## src/rtl/matp_pkg.sv

```systemverilog
// shared types and constants for the text mac address parser
package matp_pkg;

  // field widths
  localparam int CHAR_W   = 8;
  localparam int STATUS_W = 3;
  localparam int ADDR_W   = 48;

  // default number of address bytes
  localparam int BYTE_COUNT_DEF = 6;

  // character codes
  localparam logic [CHAR_W-1:0] CH_NUL   = 8'h00;
  localparam logic [CHAR_W-1:0] CH_DASH  = 8'h2D;
  localparam logic [CHAR_W-1:0] CH_COLON = 8'h3A;
  localparam logic [CHAR_W-1:0] CH_UNDER = 8'h5F;
  localparam logic [CHAR_W-1:0] CH_ZERO  = 8'h30;
  localparam logic [CHAR_W-1:0] CH_NINE  = 8'h39;
  localparam logic [CHAR_W-1:0] CH_LC_A  = 8'h61;
  localparam logic [CHAR_W-1:0] CH_LC_F  = 8'h66;
  localparam logic [CHAR_W-1:0] CH_UC_A  = 8'h41;
  localparam logic [CHAR_W-1:0] CH_UC_F  = 8'h46;
  localparam logic [CHAR_W-1:0] HEX_TEN  = 8'h0A;

  // result status codes
  typedef enum logic [STATUS_W-1:0] {
    ST_OK           = 3'd0,
    ST_FEW          = 3'd1,
    ST_MANY         = 3'd2,
    ST_EMPTY_BLOCK  = 3'd3,
    ST_INVALID      = 3'd4,
    ST_EMPTY_STRING = 3'd5
  } status_t;

  // parser phase
  typedef enum logic [1:0] {
    PH_START   = 2'd0,
    PH_PARSE   = 2'd1,
    PH_DISCARD = 2'd2
  } phase_t;

  // decoded character class
  typedef struct packed {
    logic       is_nul;
    logic       is_sep;
    logic       is_hex;
    logic [3:0] digit;
  } char_class_t;

endpackage

```

## src/rtl/matp_if.sv

```systemverilog
// valid/ready channel interfaces for characters and parse results
interface matp_char_if;
  import matp_pkg::*;

  logic              valid;
  logic              ready;
  logic [CHAR_W-1:0] character;

  modport source (output valid, output character, input ready);
  modport sink   (input valid, input character, output ready);
endinterface

interface matp_result_if;
  import matp_pkg::*;

  logic                valid;
  logic                ready;
  logic [STATUS_W-1:0] status;
  logic [ADDR_W-1:0]   address;

  modport source (output valid, output status, output address, input ready);
  modport sink   (input valid, input status, input address, output ready);
endinterface

```

## src/rtl/matp_char_class.sv

```systemverilog
// character classifier: nul, separator, hex digit and its value
module matp_char_class (
  input  logic [matp_pkg::CHAR_W-1:0] character,
  output matp_pkg::char_class_t       char_class
);
  import matp_pkg::*;

  logic is_dec;
  logic is_lc;
  logic is_uc;
  logic [CHAR_W-1:0] value;

  // range checks
  assign is_dec = (character >= CH_ZERO) && (character <= CH_NINE);
  assign is_lc  = (character >= CH_LC_A) && (character <= CH_LC_F);
  assign is_uc  = (character >= CH_UC_A) && (character <= CH_UC_F);

  // digit value for either case
  always_comb begin
    if (is_lc) begin
      value = character - CH_LC_A + HEX_TEN;
    end else if (is_uc) begin
      value = character - CH_UC_A + HEX_TEN;
    end else begin
      value = character - CH_ZERO;
    end
  end

  assign char_class.is_nul = (character == CH_NUL);
  assign char_class.is_sep = (character == CH_DASH) || (character == CH_COLON) ||
                             (character == CH_UNDER);
  assign char_class.is_hex = is_dec || is_lc || is_uc;
  assign char_class.digit  = value[3:0];

endmodule

```

## src/rtl/matp_core.sv

```systemverilog
// parser state, byte store and registered result
module matp_core #(
  parameter int BYTE_COUNT = matp_pkg::BYTE_COUNT_DEF
) (
  input  logic                  clk,
  input  logic                  rst_n,
  input  logic                  item_valid,
  input  matp_pkg::char_class_t item_class,
  output logic                  item_take,
  matp_result_if.source         out_ch
);
  import matp_pkg::*;

  localparam int IDX_W = $clog2(BYTE_COUNT);
  localparam logic [IDX_W-1:0] LAST_IDX = IDX_W'(BYTE_COUNT - 1);

  phase_t             phase_r, phase_nxt;
  logic [IDX_W-1:0]   idx_r, idx_nxt, idx_base;
  logic               empty_r, empty_nxt, empty_base;
  logic [7:0]         bytes_r [BYTE_COUNT];
  logic [7:0]         bytes_nxt [BYTE_COUNT];
  logic [7:0]         bytes_base [BYTE_COUNT];
  logic               parse_mode;
  logic               emit;
  status_t            emit_status;
  logic [ADDR_W-1:0]  packed_addr;
  logic               out_valid_r, out_valid_nxt;
  logic [STATUS_W-1:0] out_status_r;
  logic [ADDR_W-1:0]  out_addr_r;

  // item moves on when the result register is free or being drained
  assign item_take = item_valid && (!out_valid_r || out_ch.ready);

  // a new string starts from cleared bytes
  assign parse_mode = (phase_r == PH_PARSE);
  assign idx_base   = parse_mode ? idx_r : '0;
  assign empty_base = parse_mode ? empty_r : 1'b1;

  always_comb begin
    for (int k = 0; k < BYTE_COUNT; k++) begin
      bytes_base[k] = parse_mode ? bytes_r[k] : 8'h00;
    end
  end

  // pack bytes, first block most significant
  always_comb begin
    packed_addr = '0;
    for (int k = 0; k < BYTE_COUNT; k++) begin
      packed_addr = {packed_addr[ADDR_W-9:0], bytes_base[k]};
    end
  end

  // next state and result decision
  always_comb begin
    phase_nxt   = phase_r;
    idx_nxt     = idx_r;
    empty_nxt   = empty_r;
    bytes_nxt   = bytes_r;
    emit        = 1'b0;
    emit_status = ST_OK;
    if (item_take) begin
      unique case (phase_r)
        PH_DISCARD: begin
          if (item_class.is_nul) begin
            phase_nxt = PH_START;
          end
        end
        default: begin
          bytes_nxt = bytes_base;
          idx_nxt   = idx_base;
          empty_nxt = empty_base;
          phase_nxt = PH_PARSE;
          if (item_class.is_nul) begin
            emit      = 1'b1;
            phase_nxt = PH_START;
            if (!parse_mode) begin
              emit_status = ST_EMPTY_STRING;
            end else if (empty_base) begin
              emit_status = ST_EMPTY_BLOCK;
            end else if (idx_base == LAST_IDX) begin
              emit_status = ST_OK;
            end else begin
              emit_status = ST_FEW;
            end
          end else if (item_class.is_sep) begin
            if (empty_base) begin
              emit        = 1'b1;
              emit_status = ST_EMPTY_BLOCK;
              phase_nxt   = PH_DISCARD;
            end else if (idx_base == LAST_IDX) begin
              emit        = 1'b1;
              emit_status = ST_MANY;
              phase_nxt   = PH_DISCARD;
            end else begin
              idx_nxt   = idx_base + 1'b1;
              empty_nxt = 1'b1;
            end
          end else if (item_class.is_hex) begin
            bytes_nxt[idx_base] = {bytes_base[idx_base][3:0], item_class.digit};
            empty_nxt           = 1'b0;
          end else begin
            emit        = 1'b1;
            emit_status = ST_INVALID;
            phase_nxt   = PH_DISCARD;
          end
        end
      endcase
    end
  end

  // control state
  always_ff @(posedge clk) begin
    if (!rst_n) begin
      phase_r <= PH_START;
      idx_r   <= '0;
      empty_r <= 1'b1;
    end else begin
      phase_r <= phase_nxt;
      idx_r   <= idx_nxt;
      empty_r <= empty_nxt;
    end
  end

  // byte store, only read after a new string has cleared it
  always_ff @(posedge clk) begin
    bytes_r <= bytes_nxt;
  end

  // result register valid
  always_comb begin
    if (item_take && emit) begin
      out_valid_nxt = 1'b1;
    end else if (out_ch.ready) begin
      out_valid_nxt = 1'b0;
    end else begin
      out_valid_nxt = out_valid_r;
    end
  end

  always_ff @(posedge clk) begin
    if (!rst_n) begin
      out_valid_r <= 1'b0;
    end else begin
      out_valid_r <= out_valid_nxt;
    end
  end

  // result payload
  always_ff @(posedge clk) begin
    if (item_take && emit) begin
      out_status_r <= emit_status;
      out_addr_r   <= packed_addr;
    end
  end

  assign out_ch.valid   = out_valid_r;
  assign out_ch.status  = out_status_r;
  assign out_ch.address = out_addr_r;

endmodule

```

## src/rtl/mac_address_text_parser_unit.sv

```systemverilog
// Text MAC address parser. Takes one character per transaction on in_ch (NUL ends a
// string) and gives at most one result per string on out_ch: a 3-bit status and the
// 48-bit address, first block most significant and last in the low byte. A character is
// accepted every cycle while results keep draining; each character passes an input
// register and then the result register, which holds the result for the character that
// ends or breaks the string. After an early error the rest of the string up to its NUL
// is consumed silently. BYTE_COUNT (2 to 6) sets the number of blocks expected.
module mac_address_text_parser_unit #(
  parameter int BYTE_COUNT = matp_pkg::BYTE_COUNT_DEF
) (
  input  logic          clk,
  input  logic          rst_n,
  matp_char_if.sink     in_ch,
  matp_result_if.source out_ch
);
  import matp_pkg::*;

  logic              s1_valid_r, s1_valid_nxt;
  logic [CHAR_W-1:0] s1_char_r;
  logic              core_take;
  char_class_t       s1_class;

  // input register frees up when its character moves into the core
  assign in_ch.ready = !s1_valid_r || core_take;

  always_comb begin
    if (in_ch.valid && in_ch.ready) begin
      s1_valid_nxt = 1'b1;
    end else if (core_take) begin
      s1_valid_nxt = 1'b0;
    end else begin
      s1_valid_nxt = s1_valid_r;
    end
  end

  always_ff @(posedge clk) begin
    if (!rst_n) begin
      s1_valid_r <= 1'b0;
    end else begin
      s1_valid_r <= s1_valid_nxt;
    end
  end

  always_ff @(posedge clk) begin
    if (in_ch.valid && in_ch.ready) begin
      s1_char_r <= in_ch.character;
    end
  end

  // classify the registered character
  matp_char_class u_class (
    .character  (s1_char_r),
    .char_class (s1_class)
  );

  // parser state and result register
  matp_core #(
    .BYTE_COUNT (BYTE_COUNT)
  ) u_core (
    .clk        (clk),
    .rst_n      (rst_n),
    .item_valid (s1_valid_r),
    .item_class (s1_class),
    .item_take  (core_take),
    .out_ch     (out_ch)
  );

endmodule
```

## src/flat_wrapper.sv

```systemverilog
// flat-port wrapper written by rule: the top's interface ports become plain ports
module mac_address_text_parser_unit_flat import matp_pkg::*;
#(
  parameter int BYTE_COUNT = matp_pkg::BYTE_COUNT_DEF
)
  (clk, rst_n, in_ch_valid, in_ch_character, in_ch_ready, out_ch_valid, out_ch_status, out_ch_address, out_ch_ready);
  matp_char_if in_ch_i ();
  matp_result_if out_ch_i ();
  input  logic clk;
  input  logic rst_n;
  input wire logic [$bits(in_ch_i.valid)-1:0] in_ch_valid;
  input wire logic [$bits(in_ch_i.character)-1:0] in_ch_character;
  output wire logic [$bits(in_ch_i.ready)-1:0] in_ch_ready;
  output wire logic [$bits(out_ch_i.valid)-1:0] out_ch_valid;
  output wire logic [$bits(out_ch_i.status)-1:0] out_ch_status;
  output wire logic [$bits(out_ch_i.address)-1:0] out_ch_address;
  input wire logic [$bits(out_ch_i.ready)-1:0] out_ch_ready;
  assign in_ch_i.valid = in_ch_valid;
  assign in_ch_i.character = in_ch_character;
  assign in_ch_ready = in_ch_i.ready;
  assign out_ch_valid = out_ch_i.valid;
  assign out_ch_status = out_ch_i.status;
  assign out_ch_address = out_ch_i.address;
  assign out_ch_i.ready = out_ch_ready;
  mac_address_text_parser_unit #(.BYTE_COUNT(BYTE_COUNT)) u_core (.clk(clk), .rst_n(rst_n), .in_ch(in_ch_i), .out_ch(out_ch_i));
endmodule
```

## config.mk

```make
export PLATFORM = sky130hd
export DESIGN_NAME = mac_address_text_parser_unit_flat
export DESIGN_NICKNAME = d
export VERILOG_FILES = /design/src/rtl/matp_pkg.sv /design/src/rtl/matp_if.sv /design/src/rtl/matp_char_class.sv /design/src/rtl/matp_core.sv /design/src/rtl/mac_address_text_parser_unit.sv /design/src/flat_wrapper.sv
export SDC_FILE = /design/constraint.sdc
export NUM_CORES = 1
export LEC_CHECK = 0
export BUFFER_PORTS_ARGS = -buffer_cell sky130_fd_sc_hd__buf_2
export CELL_PAD_IN_SITES_DETAIL_PLACEMENT = 1
export CELL_PAD_IN_SITES_GLOBAL_PLACEMENT = 1
export CORE_MARGIN = 5
export CORE_UTILIZATION = 45
export DETAILED_ROUTE_END_ITERATION = 10
export PLACE_DENSITY_LB_ADDON = 0.15
export SLEW_MARGIN = 0
export SYNTH_ARGS = -nofsm -noshare
export SYNTH_HDL_FRONTEND = slang
export SYNTH_SLANG_ARGS = --single-unit
```

## constraint.sdc

```tcl
create_clock -name clk -period 7.1 [get_ports clk]
set_input_delay 0.71 -clock clk [delete_from_list [all_inputs] [get_ports clk]]
set_output_delay 0.71 -clock clk [all_outputs]
set_load 0.01 [all_outputs]
```

==> impl_summary.md, run 1 <==
Route
The via total after detailed routing is 3293. The post-detailed-route DRC marker count is 0. The routed via count divided by cell count is 5.269.

The number of routed nets with antenna violations is 0. In the final routed layout, each cell accounts on average for about 19 µm. The routed design has between 10000 and 15000 µm of wire. The first detailed-routing pass ran for 4 iterations. The number of DRC markers after the initial detailed-route iteration is 175.

GRT
The number of global-route vias before repair was around 3600. The number of antenna violations at the first check in global routing came to 0. The pin count of the biggest net entering global routing is a little under 60.

Global routing finished with a remaining overflow of 0. The global-route wire length before repair is about 19000 µm. The global-route usage over all layers is 17.57%.

Floorplan
The region available for standard cell placement spans roughly 11000 µm². The die covers approximately 14000 µm². For this design the top-level I/O count stands at 65.

The floorplan has 39 rows. In this run the vertical extent of the chip is 117.5 µm. For this configuration, the core starts out at a cell density of a little under half.

The x dimension of the die is 117.5 µm.

Placed design
The pre-CTS setup slack is about 3.8 ns. In this run the tool buffered the top-level ports with 64 buffer cells. The last weighted congestion value of the routability-driven placer is just over 0.8.

The wire-length estimate of the detail-placed layout is 7743 µm.

Final layout
The area growth from synthesis to layout is 20.02%. After filler insertion, the fill cell instance count of the layout stands at 1180. Cells with a size suffix above 1 make up a little under a quarter of the layout.

The final layout contains roughly 500 nets. The total inserted antenna cells is 0.

Clock tree
The clock latency on the worst-skew pair is between 0.4 and 0.5 ns. The clock passes through at most 2 buffers. The number of gates resized after CTS was 0. In this run, post-CTS hold repair placed 0 buffers.

The clock-pin slew of the registers on the worst-case setup and hold paths is about 0.050 ns. The root cell of the clock tree is sky130_fd_sc_hd__clkbuf_16. The CTS tree is built. The number of buffers created by CTS is 17. After clock tree synthesis, the setup repair step added 0 buffers. Counting every sink on the clock net gives between 100 and 150. The number of levels in the clock H-tree is 4.

STA
Adding up every negative setup slack in the final design gives 0 ns. The clock arrives with 0.008917 ns of skew. The worst-case headroom to the max-slew limit is between 40% and 50%. The setup violation total in the final timing report is 0. The setup slack after layout is roughly 3.8 ns.

The worst path uses 46.37% of the clock period. The count of final max-slew check failures was 0. Setup repair after global routing left no endpoint under its margin. The worst path needs roughly 3.3 ns of the cycle, external delays included. The maximum operating frequency is 0.3037 GHz. The actual transition at the worst max-transition pin is roughly 0.86 ns. The total count of hold-check failures in the final report came to 0.

Pwr
The highest ir drop seen on vdd is 169.1 µV. The total power density per cell area is approximately 270 nW/µm². The static leakage power is ~2.7 nW.

Worst setup path
The worst setup path is captured at a flip-flop. The largest driver fanout on the critical path is 58. The critical path is of the reg -> reg type. The worst setup path is launched from a flip-flop.

STA puts the critical path data required time at roughly 7 ns. The arrival time at the worst endpoint is between 3 and 4 ns.

Logic synthesis
The parity-gate share of the synthesized area counting xor and xnor cells is less than 1%. The number of nets handed over by synthesis was 417. After synthesis, the largest family of logic cells by area is multiplexers.

The area share of the largest cell type after synthesis is between 60% and 70%. Dividing the synthesized area by the synthesized cell count gives 13.03 µm². Multiplexer cells account for 12.51% of the synthesized area. Counting every instance in the synthesized netlist gives 399. The synthesized netlist devotes under 10% of its cell area to adder and majority cells. After Yosys synthesis, and, or, nand and nor cells account for between 10% and 20% of the synthesized area. Of the synthesized area, sequential elements account for between 60 and 70%. The Yosys warning count is 0. The cell taking the most area after synthesis is sky130_fd_sc_hd__edfxtp_1. The post-synthesis compound-gate area fraction is approximately 4.5%. The synthesized design contains approximately 110 enable-type register cells. The number of distinct library cell variants in the gate-level netlist after synthesis is 46. By area the synthesized netlist is led by sky130_fd_sc_hd__edfxtp_1 (62%), sky130_fd_sc_hd__mux2i_1 (11%), sky130_fd_sc_hd__nand2_1 (5.1%). The cell area that synthesis handed to floorplanning was slightly above 5000 µm². For this run, the leading register cell type out of synthesis is sky130_fd_sc_hd__edfxtp_1. After synthesis the netlist holds a flip-flop and latch count of between 100 and 150. The share of flip-flops with an asynchronous set or reset after synthesis is 0%.

Job
Across the run, the number of max-cap violations was 0.

Status
The flow ran to the end, and the final reports show no timing, DRC or antenna violations.

Min path
The tightest min-delay check is of the in -> reg type.
==> worst paths after layout <==
check | startpoint | end | slack, ns | cells past startpoint
worst min-delay path | in_ch_character[4] | u_core.s1_char_r[4] | 0.48 | 1
worst max-delay path | u_core.u_core.phase_r[0] | u_core.u_core.out_ch.address[46] | 3.81 | 10
worst min register to register | u_core.u_core.bytes_r[5] | u_core.u_core.out_ch.address[5] | 0.53 | 2
worst max register to register | u_core.u_core.phase_r[0] | u_core.u_core.out_ch.address[46] | 3.81 | 10
==> per-stage QoR <==
step                hold WS [ns]  power [mW]  util, %  instances  area [µm²]
floorplan                 0.4666      0.8387        -        399        5200
global placement          0.5149      0.8672    49.86        594        5669
detailed placement        0.5231      0.8723    49.86        594        5669
CTS                       0.4593       1.700    54.89        625        6241
global route              0.4595       1.742    54.89        625        6241
finish                    0.4773       1.682    54.89        625        6241
==> registers in the layout (all words and copies together), names as in the netlist <==
| register | flops |
|---|---|
| u_core.u_core.out_ch.address | 48 |
| u_core.u_core.phase_r | 2 |
| u_core.u_core.out_ch.status | 3 |
| u_core.s1_valid_r | 1 |
| u_core.u_core.empty_r | 1 |
| u_core.s1_char_r | 8 |
| u_core.u_core.out_ch.valid | 1 |
| u_core.u_core.bytes_r | 48 |
| u_core.u_core.idx_r | 3 |
==> worst max-delay path, cell delays in order, from the launching register on <==
cell and delay [ns]:
sky130_fd_sc_hd__dfxtp_1 0.38, sky130_fd_sc_hd__nor2b_4 0.16, sky130_fd_sc_hd__buf_4 0.51, sky130_fd_sc_hd__nand2_1 0.24
sky130_fd_sc_hd__inv_1 0.19, sky130_fd_sc_hd__ha_1 0.24, sky130_fd_sc_hd__nand2_1 0.12, sky130_fd_sc_hd__nand2_1 0.11
sky130_fd_sc_hd__o21ai_0 0.20, sky130_fd_sc_hd__nor2_4 0.14, sky130_fd_sc_hd__buf_4 0.57
==> final cells by class <==
cell class | count | area, µm² | share of cell area [%]
Timing Repair Buffer | 67 | 342.8 | 5.493
Sequential cell | 115 | 3373 | 54.05
Clock buffer | 18 | 429.2 | 6.877
Inverter | 57 | 214.0 | 3.428
Clock inverter | 13 | 142.6 | 2.285
Multi-Input combinational cell | 212 | 1560 | 25.00
Tap cell | 143 | 178.9 | 2.867
==> routing by layer <==
| layer | vias up | track usage (%) | part of all wire, % |
|---|---|---|---|
| li1 | 1559 | - | - |
| met2 | 71 | 30.59 | 52 |
| met1 | 1644 | 20.41 | 41 |
| met4 | 0 | 6.953 | 2.5 |
| met3 | 19 | 4.950 | 4.1 |
| met5 | - | 0 | 0 |
==> cell families (layout without fill, tap and decap cells) <==
logic type | after synthesis | count (layout)
DFF | 115 | 115
xor gates and xnor gates | 1 | 1
AOI/OAI and AO/OA | 31 | 31
buffers and inverters | 72 | 155
and+or+nand+nor | 114 | 114
adders and majority gates | 6 | 6
muxes | 60 | 60
==> cell usage after synthesis, drive strengths merged, types with 2 or more instances <==
cell     number
a31oi         2
mux4          4
dfxtp         8
ha            6
clkbuf       11
a21oi         5
o211ai        2
o21ai         7
nor3b         2
and3b         3
o22ai         5
nor4          2
and2          3
inv          57
o31ai         2
nand4bb       2
a21boi        2
nand3         3
or4           2
nand2b        4
nor2          8
nor3          6
buf           4
mux2i        56
edfxtp      107
nor2b         4
nand2        71
==> power breakdown <==
| group | leakage (nW) | switching (mW) | total (mW) | internal (mW) |
|---|---|---|---|---|
| Combinational | 1.35 | 0.0495 | 0.0730 | 0.0235 |
| Sequential | 1.10 | 0.0128 | 0.784 | 0.771 |
| Clock | 0.282 | 0.284 | 0.825 | 0.541 |
==> cell usage in the layout, fill, tap and decap left out, drive strengths merged, types with 3 or more instances in the layout <==
cell / instances
edfxtp: 107
mux4: 4
ha: 6
nand2b: 4
nor3: 6
and3b: 3
o22ai: 5
inv: 56
nand2: 71
mux2i: 56
and2: 3
bufinv: 3
buf: 67
nor2: 8
clkinv: 10
dfxtp: 8
clkbuf: 18
nand3: 3
o21ai: 7
a21oi: 5
nor2b: 4
No activity file was read; power rests on OpenSTA's default activity.
==> inputs of run 2 (changes only) <==
- CORE_UTILIZATION: 45 -> 43
- clock period: 7.1 -> 2.97 ns (I/O delays scaled with it)
==> run 2 against run 1 <==
  * Design area increased by 0.68%
  * Clock power increased by 110%
  * Die area is 4.3% higher
  * Combinational power increased to 2.5 times the previous value
  * Highest routed layer unchanged
  * Via count is 1.1% lower
  * Worst hold slack worse by 0.41 ns
  * Critical path depth down 2
  * Clock-buffer cell count decreased by 1
  * Non-clock buffer count rose by 11
  * Register-to-register slack worse by 3.6 ns
  * Fmax increased by 19%
==> impl_summary.md, run 2 (synthesized netlist as in run 1, its figures left out) <==
GRT
The total grt overflow is 0 (unchanged). The global-route wire length before repair is 18220 µm (-4.4%). The pin count of the biggest net entering global routing came to 39 (-34%). The number of global-route vias before repair is 3464 (-4.7%). The number of antenna violations at the first check in global routing is 0 (unchanged). The global-route usage over all layers is 16.61% (-0.95 points).

STA
The share of the clock period used by the worst path is 92.96% (+47 points). The setup violation total in the final timing report came to 0 (unchanged). The total count of hold-check failures in the final report was 0 (unchanged). The tightest hold margin was 0.06315 ns (-0.4142 ns). The minimum clock period after layout was 2.761 ns (-0.5315 ns). The total negative slack is 0 ns (unchanged).

The count of final max-slew check failures is 0 (unchanged). The clock skew is 0.007321 ns (-0.001596 ns). The worst-case headroom to the max-slew limit is 61.92% (+19 points).

Setup repair after global routing left no endpoint under its margin. The setup slack after layout was 0.2092 ns (-3.598 ns). The actual transition at the worst max-transition pin is 0.5694 ns (-0.2919 ns).

The maximum operating frequency is 0.3622 GHz (+19%).

Final layout
The top cell types in the final layout, fill and taps aside, are sky130_fd_sc_hd__edfxtp_1 (107), sky130_fd_sc_hd__nand2_1 (71), sky130_fd_sc_hd__buf_2 (64). The net count reported at finish was 499 (+2.3%). The area growth from synthesis to layout is 20.84%. The library cell used most frequently in the layout, excluding fill and tap cells, is sky130_fd_sc_hd__edfxtp_1. The proportion of layout cells with a drive suffix above 1 came to 24.49% (+1.5 points). The total inserted antenna cells was 0 (unchanged). The post-route cell area is 6284 µm² (+0.68%). The post-layout utilization of the core is 52.75% (-2.1 points). The fill cell instance count of the final layout came to 1244 (+5.4%).

Floorplan
The effective utilization at floorplan is 43.66% (-2.1 points). The row count came to 40 (+2.6%). The full die area is 14390 µm² (+4.3%). The x dimension of the die is 120.0 µm (+2.1%). The number of primary I/O pins was 65 (unchanged). The placeable core area is 11910 µm² (+4.8%). The chip height was 120.0 µm (+2.1%).

Placed design
The number of port buffers is 64 (unchanged). The placed cell area is 5784 µm² (+2.0%). The last weighted congestion value of the routability-driven placer is 0.8233 (+0.72%). The post-detailed-placement half-perimeter wirelength is 7777 µm (+0.45%).

The pre-CTS setup slack was 0.1894 ns (-3.626 ns).

Route
The mean routed wirelength per cell is 17.47 µm (-5.9%). The via total after detailed routing is 3256 (-1.1%). The wire length after detailed routing is 11130 µm (-4.1%). The routed via count divided by cell count is 5.111 (-3.0%).

The post-detailed-route DRC marker count is 0 (unchanged). The number of routed nets with antenna violations was 0 (unchanged). The number of DRC markers after the initial detailed-route iteration was 173 (-1.1%). The number of detailed-route iterations in the first pass is 4 (unchanged).

Min path
The worst hold path class is in -> reg. In this run the most critical hold path is launched from in_ch_character[1]. The worst hold path endpoint is u_core.s1_char_r[1].

The hold-critical path depth is 1 (unchanged).

Worst setup path
The start-to-end type of the worst setup path is reg -> reg. The kind of start point of the critical path is a flip-flop. The reg-to-reg critical path endpoint is u_core.u_core.bytes_r[30]. The largest stage delay on the critical path is 0.46 ns (-0.11 ns). The critical path goes through inv_1 -> ha_1 -> or2b_4 -> o2111a_2 -> o211ai_4 -> nand4bb_1 -> buf_4 -> mux2i_1. The number of cells traversed by the worst register-to-register path is 8 (-2).

The worst-case register-to-register setup slack is 0.21 ns (-3.60 ns). The timing startpoint of the critical path is u_core.s1_char_r[0]. The launching point of the worst reg2reg path is u_core.s1_char_r[0]. The endpoint required time on the critical path is 3.22 ns (-3.92 ns). The arrival time at the worst endpoint is 3.01 ns (-0.32 ns). The largest driver fanout on the critical path is 7 (-88%). STA classifies the critical path endpoint as a flip-flop. The slowest stage of the critical path belongs to the cell sky130_fd_sc_hd__edfxtp_1.

Clock tree
In this run the clock root is driven by a sky130_fd_sc_hd__clkbuf_16. The CTS tree is built. The number of buffers created by CTS is 17 (unchanged). The number of instances resized during post-cts repair came to 0 (unchanged). The clock sink count is 115 (unchanged). The clock latency on the worst-skew pair was 0.41 ns (about the same). The buffers inserted during post-CTS setup optimization was 0 (unchanged). The number of levels in the clock H-tree is 4 (unchanged). The clock tree buffer depth is 2 (unchanged). The number of hold buffers added after CTS is 0 (unchanged). The clock-pin slew of the registers on the worst-case setup and hold paths is 0.05 ns (about the same).

Status
The run finished with clean final reports.

Pwr
The total power density per cell area is 607.8 nW/µm² (+130%). The static leakage power was 2.761 nW (+1.2%). The highest ir drop seen on vdd is 302.9 µV (+79%).

Job
The count of max-cap constraint violations is 0 (unchanged).
run 2: final cells by class:
class                           count  area [µm²]  share of cell area (%)
Clock buffer                       17       425.4                   6.770
Clock inverter                     11       73.82                   1.175
Inverter                           57       214.0                   3.405
Multi-Input combinational cell    212        1575                   25.07
Sequential cell                   115        3373                   53.68
Tap cell                          147       183.9                   2.927
Timing Repair Buffer               78       437.9                   6.969
run 2: routing by layer:
metal	part of all wire (%)	track usage, %	vias up
met2	50	27.33	66
met3	3.9	4.760	22
met1	44	20.33	1593
met4	2.2	7.373	0
li1	-	-	1575
met5	0	0	-
run 2: critical path: cells and delay by family, from the launching register on:
kind	cells	cell delay [ns]
AO/OA/AOI/OAI	2	0.76
AND/OR/NAND/NOR	2	0.63
adder cells (fa/ha/maj)	1	0.18
buffers and inverters	2	0.35
multiplexers	1	0.20
flip-flops	1	0.46
run 2: power breakdown:
part | total (mW) | switching [mW] | internal (mW)
clock network | 1.76 | 0.659 | 1.10
logic | 0.185 | 0.120 | 0.0653
registers | 1.87 | 0.0301 | 1.84
total | 3.82 | 0.809 | 3.01
run 2: per-stage QoR:
step                      power [mW]  cells
final                          3.819    637
after global routing           3.965    637
after CTS                      3.854    637
after detailed placement       2.095    609
after global placement         2.084    609
after floorplan                2.005    399
run 2: worst max-delay path by stage:
| stage | to | slack, ns |
|---|---|---|
| global placement | u_core.u_core.bytes_r[34] | 0.33 |
| global route | u_core.u_core.bytes_r[30] | 0.08 |
| finish | u_core.u_core.bytes_r[30] | 0.21 |
| detailed placement | u_core.u_core.bytes_r[39] | 0.19 |
| CTS | u_core.u_core.bytes_r[36] | 0.18 |
| floorplan | u_core.u_core.out_ch.address[0] | -0.002 |
==> inputs of run 3 (changes only) <==
- CORE_MARGIN: 5 -> 4
==> run 3 against run 2 <==
  * Critical path depth is the same
  * Via count is 1.6% higher
  * First-iteration DRC count shrank 11%
  * Sequential share of layout area is 0.12 points lower
  * Cell count is the same
  * Largest cell class unchanged
  * Clock-buffer cell count increased by 6
  * Non-clock buffer count is 1 higher
  * Utilization is 1.5 points higher
  * Flip-flop and latch count did not move
  * Highest routed layer unchanged
  * Worst hold slack worse by 0.0022 ns
==> impl_summary.md, run 3 (synthesized netlist as in run 1, its figures left out) <==
Min path
In this run the most critical hold path is launched from in_ch_character[5]. The worst hold path class is in -> reg. The path with the worst hold slack has its endpoint at u_core.s1_char_r[5]. The hold-critical path depth is 1 (unchanged).

Clock tree
The number of instances resized during post-cts repair is 0 (unchanged). The number of buffers created by CTS is 17 (unchanged). The number of hold buffers added after CTS is 0 (unchanged). The clock tree buffer depth is 2 (unchanged). The clock sink count was 115 (unchanged).

The clock-pin slew of the registers on the worst-case setup and hold paths is 0.05 ns (about the same). The clock latency on the worst-skew pair is 0.41 ns (about the same). TritonCTS built the clock tree. The number of levels in the clock H-tree was 4 (unchanged). The buffers inserted during post-CTS setup optimization is 0 (unchanged). In this run the clock root is driven by a sky130_fd_sc_hd__clkbuf_16.

Floorplan
The chip height is 118.0 µm (-1.7%). The effective utilization at floorplan was 44.77% (+1.1 points). The placeable core area is 11610 µm² (-2.5%). The full die area came to 13920 µm² (-3.3%). The number of primary I/O pins is 65 (unchanged).

The row count is 39 (-2.5%). The x dimension of the die was 118.0 µm (-1.7%).

STA
The tightest hold margin is 0.06094 ns (-0.002210 ns). The total count of hold-check failures in the final report is 0 (unchanged). Setup repair after global routing left no endpoint under its margin. The count of final max-slew check failures is 0 (unchanged).

The actual transition at the worst max-transition pin is 0.6245 ns (+0.05514 ns). The worst-case headroom to the max-slew limit is 58.22% (-3.7 points). The share of the clock period used by the worst path is 93.65% (+0.69 points). The maximum operating frequency is 0.3595 GHz (-0.74%). The clock skew was 0.01030 ns (+0.002982 ns). The minimum clock period after layout is 2.781 ns (+0.02062 ns). The setup violation total in the final timing report is 0 (unchanged).

Final layout
The most common cell after layout, fill and taps aside is sky130_fd_sc_hd__edfxtp_1. The total inserted antenna cells is 0 (unchanged). The proportion of layout cells with a drive suffix above 1 was 24.09% (-0.40 points).

Relative to the synthesized area, the layout overhead comes to 21.10%. The net count reported at finish is 500 (+0.20%). The count of non-filler cells in the finished layout is 637 (unchanged). The top cell types in the final layout, fill and taps aside, are sky130_fd_sc_hd__edfxtp_1 (107), sky130_fd_sc_hd__nand2_1 (71), sky130_fd_sc_hd__buf_2 (64). The fill cell instance count of the final layout came to 1199 (-3.6%).

Pwr
The power consumption came to 3.833 mW (+0.35%). The total power density per cell area is 608.6 nW/µm² (+0.13%). The highest ir drop seen on vdd is 352.5 µV (+16%).

The static leakage power is 2.759 nW (about the same).

Worst setup path
Traced cell by cell, the critical path runs through inv_1 -> ha_1 -> or2b_4 -> o2111a_2 -> o211ai_4 -> o21ai_4 -> nor2_4 -> buf_12. The largest driver fanout on the critical path came to 38 (+31). The kind of start point of the critical path is a flip-flop. The worst path buffer plus inverter count is 2 (unchanged).

The arrival time at the worst endpoint came to 2.88 ns (-0.13 ns). The largest individual stage delay along the critical path comes from the cell sky130_fd_sc_hd__edfxtp_1. The largest stage delay on the critical path is 0.47 ns (about the same).

The category of cells accounting for the largest share of critical-path delay is compound AO/OA/AOI/OAI gates. The reg-to-reg critical path endpoint is u_core.u_core.out_ch.address[33]. The worst-case register-to-register setup slack is 0.19 ns (-0.02 ns). The critical path endpoint category is a flip-flop.

The critical path is of the reg -> reg type. The endpoint required time on the critical path is 3.07 ns (-0.15 ns). The launching point of the worst reg2reg path is u_core.s1_char_r[1]. The number of cells traversed by the worst register-to-register path is 8 (unchanged).

Status
The run finished with clean final reports.

Route
The routed via count divided by cell count was 5.193 (+1.6%). The detailed route wirelength on metal2 is 5914 µm (+7.3%). The number of DRC markers after the initial detailed-route iteration is 154 (-11%).

The number of detailed-route iterations in the first pass is 4 (unchanged). The mean routed wirelength per cell is 17.73 µm (+1.4%). The via total after detailed routing is 3308 (+1.6%). The post-detailed-route DRC marker count is 0 (unchanged).

The wire length after detailed routing is 11290 µm (+1.4%). The number of routed nets with antenna violations came to 0 (unchanged). The highest metal layer with signal wires is met4. The met3 routed wirelength is 347 µm (-19%). The met1 wire length was 4835 µm (-2.0%).

Placed design
The post-detailed-placement half-perimeter wirelength is 7991 µm (+2.7%). The instance count after placement with tap cells included is 606 (-0.49%). The number of port buffers is 64 (unchanged). The last weighted congestion value of the routability-driven placer is 0.8284 (+0.62%).

GRT
The global-route wire length before repair came to 18490 µm (+1.4%). The pin count of the biggest net entering global routing is 39 (unchanged). The total grt overflow is 0 (unchanged). The global-route usage over all layers came to 17.18% (+0.57 points). The number of global-route vias before repair is 3466 (+0.058%). The number of antenna violations at the first check in global routing is 0 (unchanged).

Job
The count of max-cap constraint violations is 0 (unchanged).
-- run 3: changes by cell type in the layout (fill, tap and decap cells not counted), sizes merged --
cell	delta
clkinvlp	+1
buf	+1
clkinv	-4
clkbuf	+6
-- run 3: worst reg2reg max path, delay by kind of cell (launching register included) --
kind / cells / cell delay (ns)
fa+ha+maj: 1 / 0.16
simple gates: 2 / 0.55
compound gates: 3 / 0.88
buf+inv: 2 / 0.38
flops: 1 / 0.47
-- run 3: worst max path at each step --
stage | slack (ns) | depth (start not counted) | start | to
after detailed placement | 0.14 | 8 | u_core.s1_char_r[1] | u_core.u_core.out_ch.address[47]
after global placement | 0.22 | 8 | u_core.s1_char_r[0] | u_core.u_core.out_ch.address[24]
final | 0.19 | 8 | u_core.s1_char_r[1] | u_core.u_core.out_ch.address[33]
after global routing | 0.01 | 8 | u_core.s1_char_r[1] | u_core.u_core.out_ch.address[31]
after floorplan | -0.002 | 7 | u_core.s1_char_r[0] | u_core.u_core.out_ch.address[0]
after CTS | 0.12 | 8 | u_core.s1_char_r[1] | u_core.u_core.out_ch.address[22]
-- run 3: cell type report --
class                   count  area (µm²)  area share [%]
flip-flops and latches    115        3373           53.57
repair buffers             79       445.4           7.073
inverters                  57       214.0           3.398
clock inverters             8       62.56          0.9934
well taps                 143       178.9           2.841
clock buffers              23       447.9           7.113
multi-input cells         212        1575           25.01
-- run 3: power by group --
part / internal [mW] / total, mW / switching (mW) / leakage [nW]
registers: 1.84 / 1.87 / 0.0301 / 1.10
logic: 0.0663 / 0.186 / 0.120 / 1.42
clock network: 1.12 / 1.77 / 0.648 / 0.245
total: 3.04 / 3.83 / 0.797 / 2.76
-- run 3: through the flow --
| step | area (µm²) | setup TNS, ns | utilization (%) | setup slack [ns] |
|---|---|---|---|---|
| after floorplan | 5223 | -0.1088 | - | -0.002134 |
| after global placement | 5787 | 0 | 49.83 | 0.2234 |
| after detailed placement | 5787 | 0 | 49.83 | 0.1417 |
| after CTS | 6297 | 0 | 54.22 | 0.1239 |
| after global routing | 6297 | 0 | 54.22 | 0.01266 |
| final | 6297 | 0 | 54.22 | 0.1885 |
-- run 3: routing by layer --
layer,track usage (%),up-vias
met5,0,-
met4,7.839,0
met3,4.037,19
met2,29.90,68
met1,20.15,1638
li1,-,1583
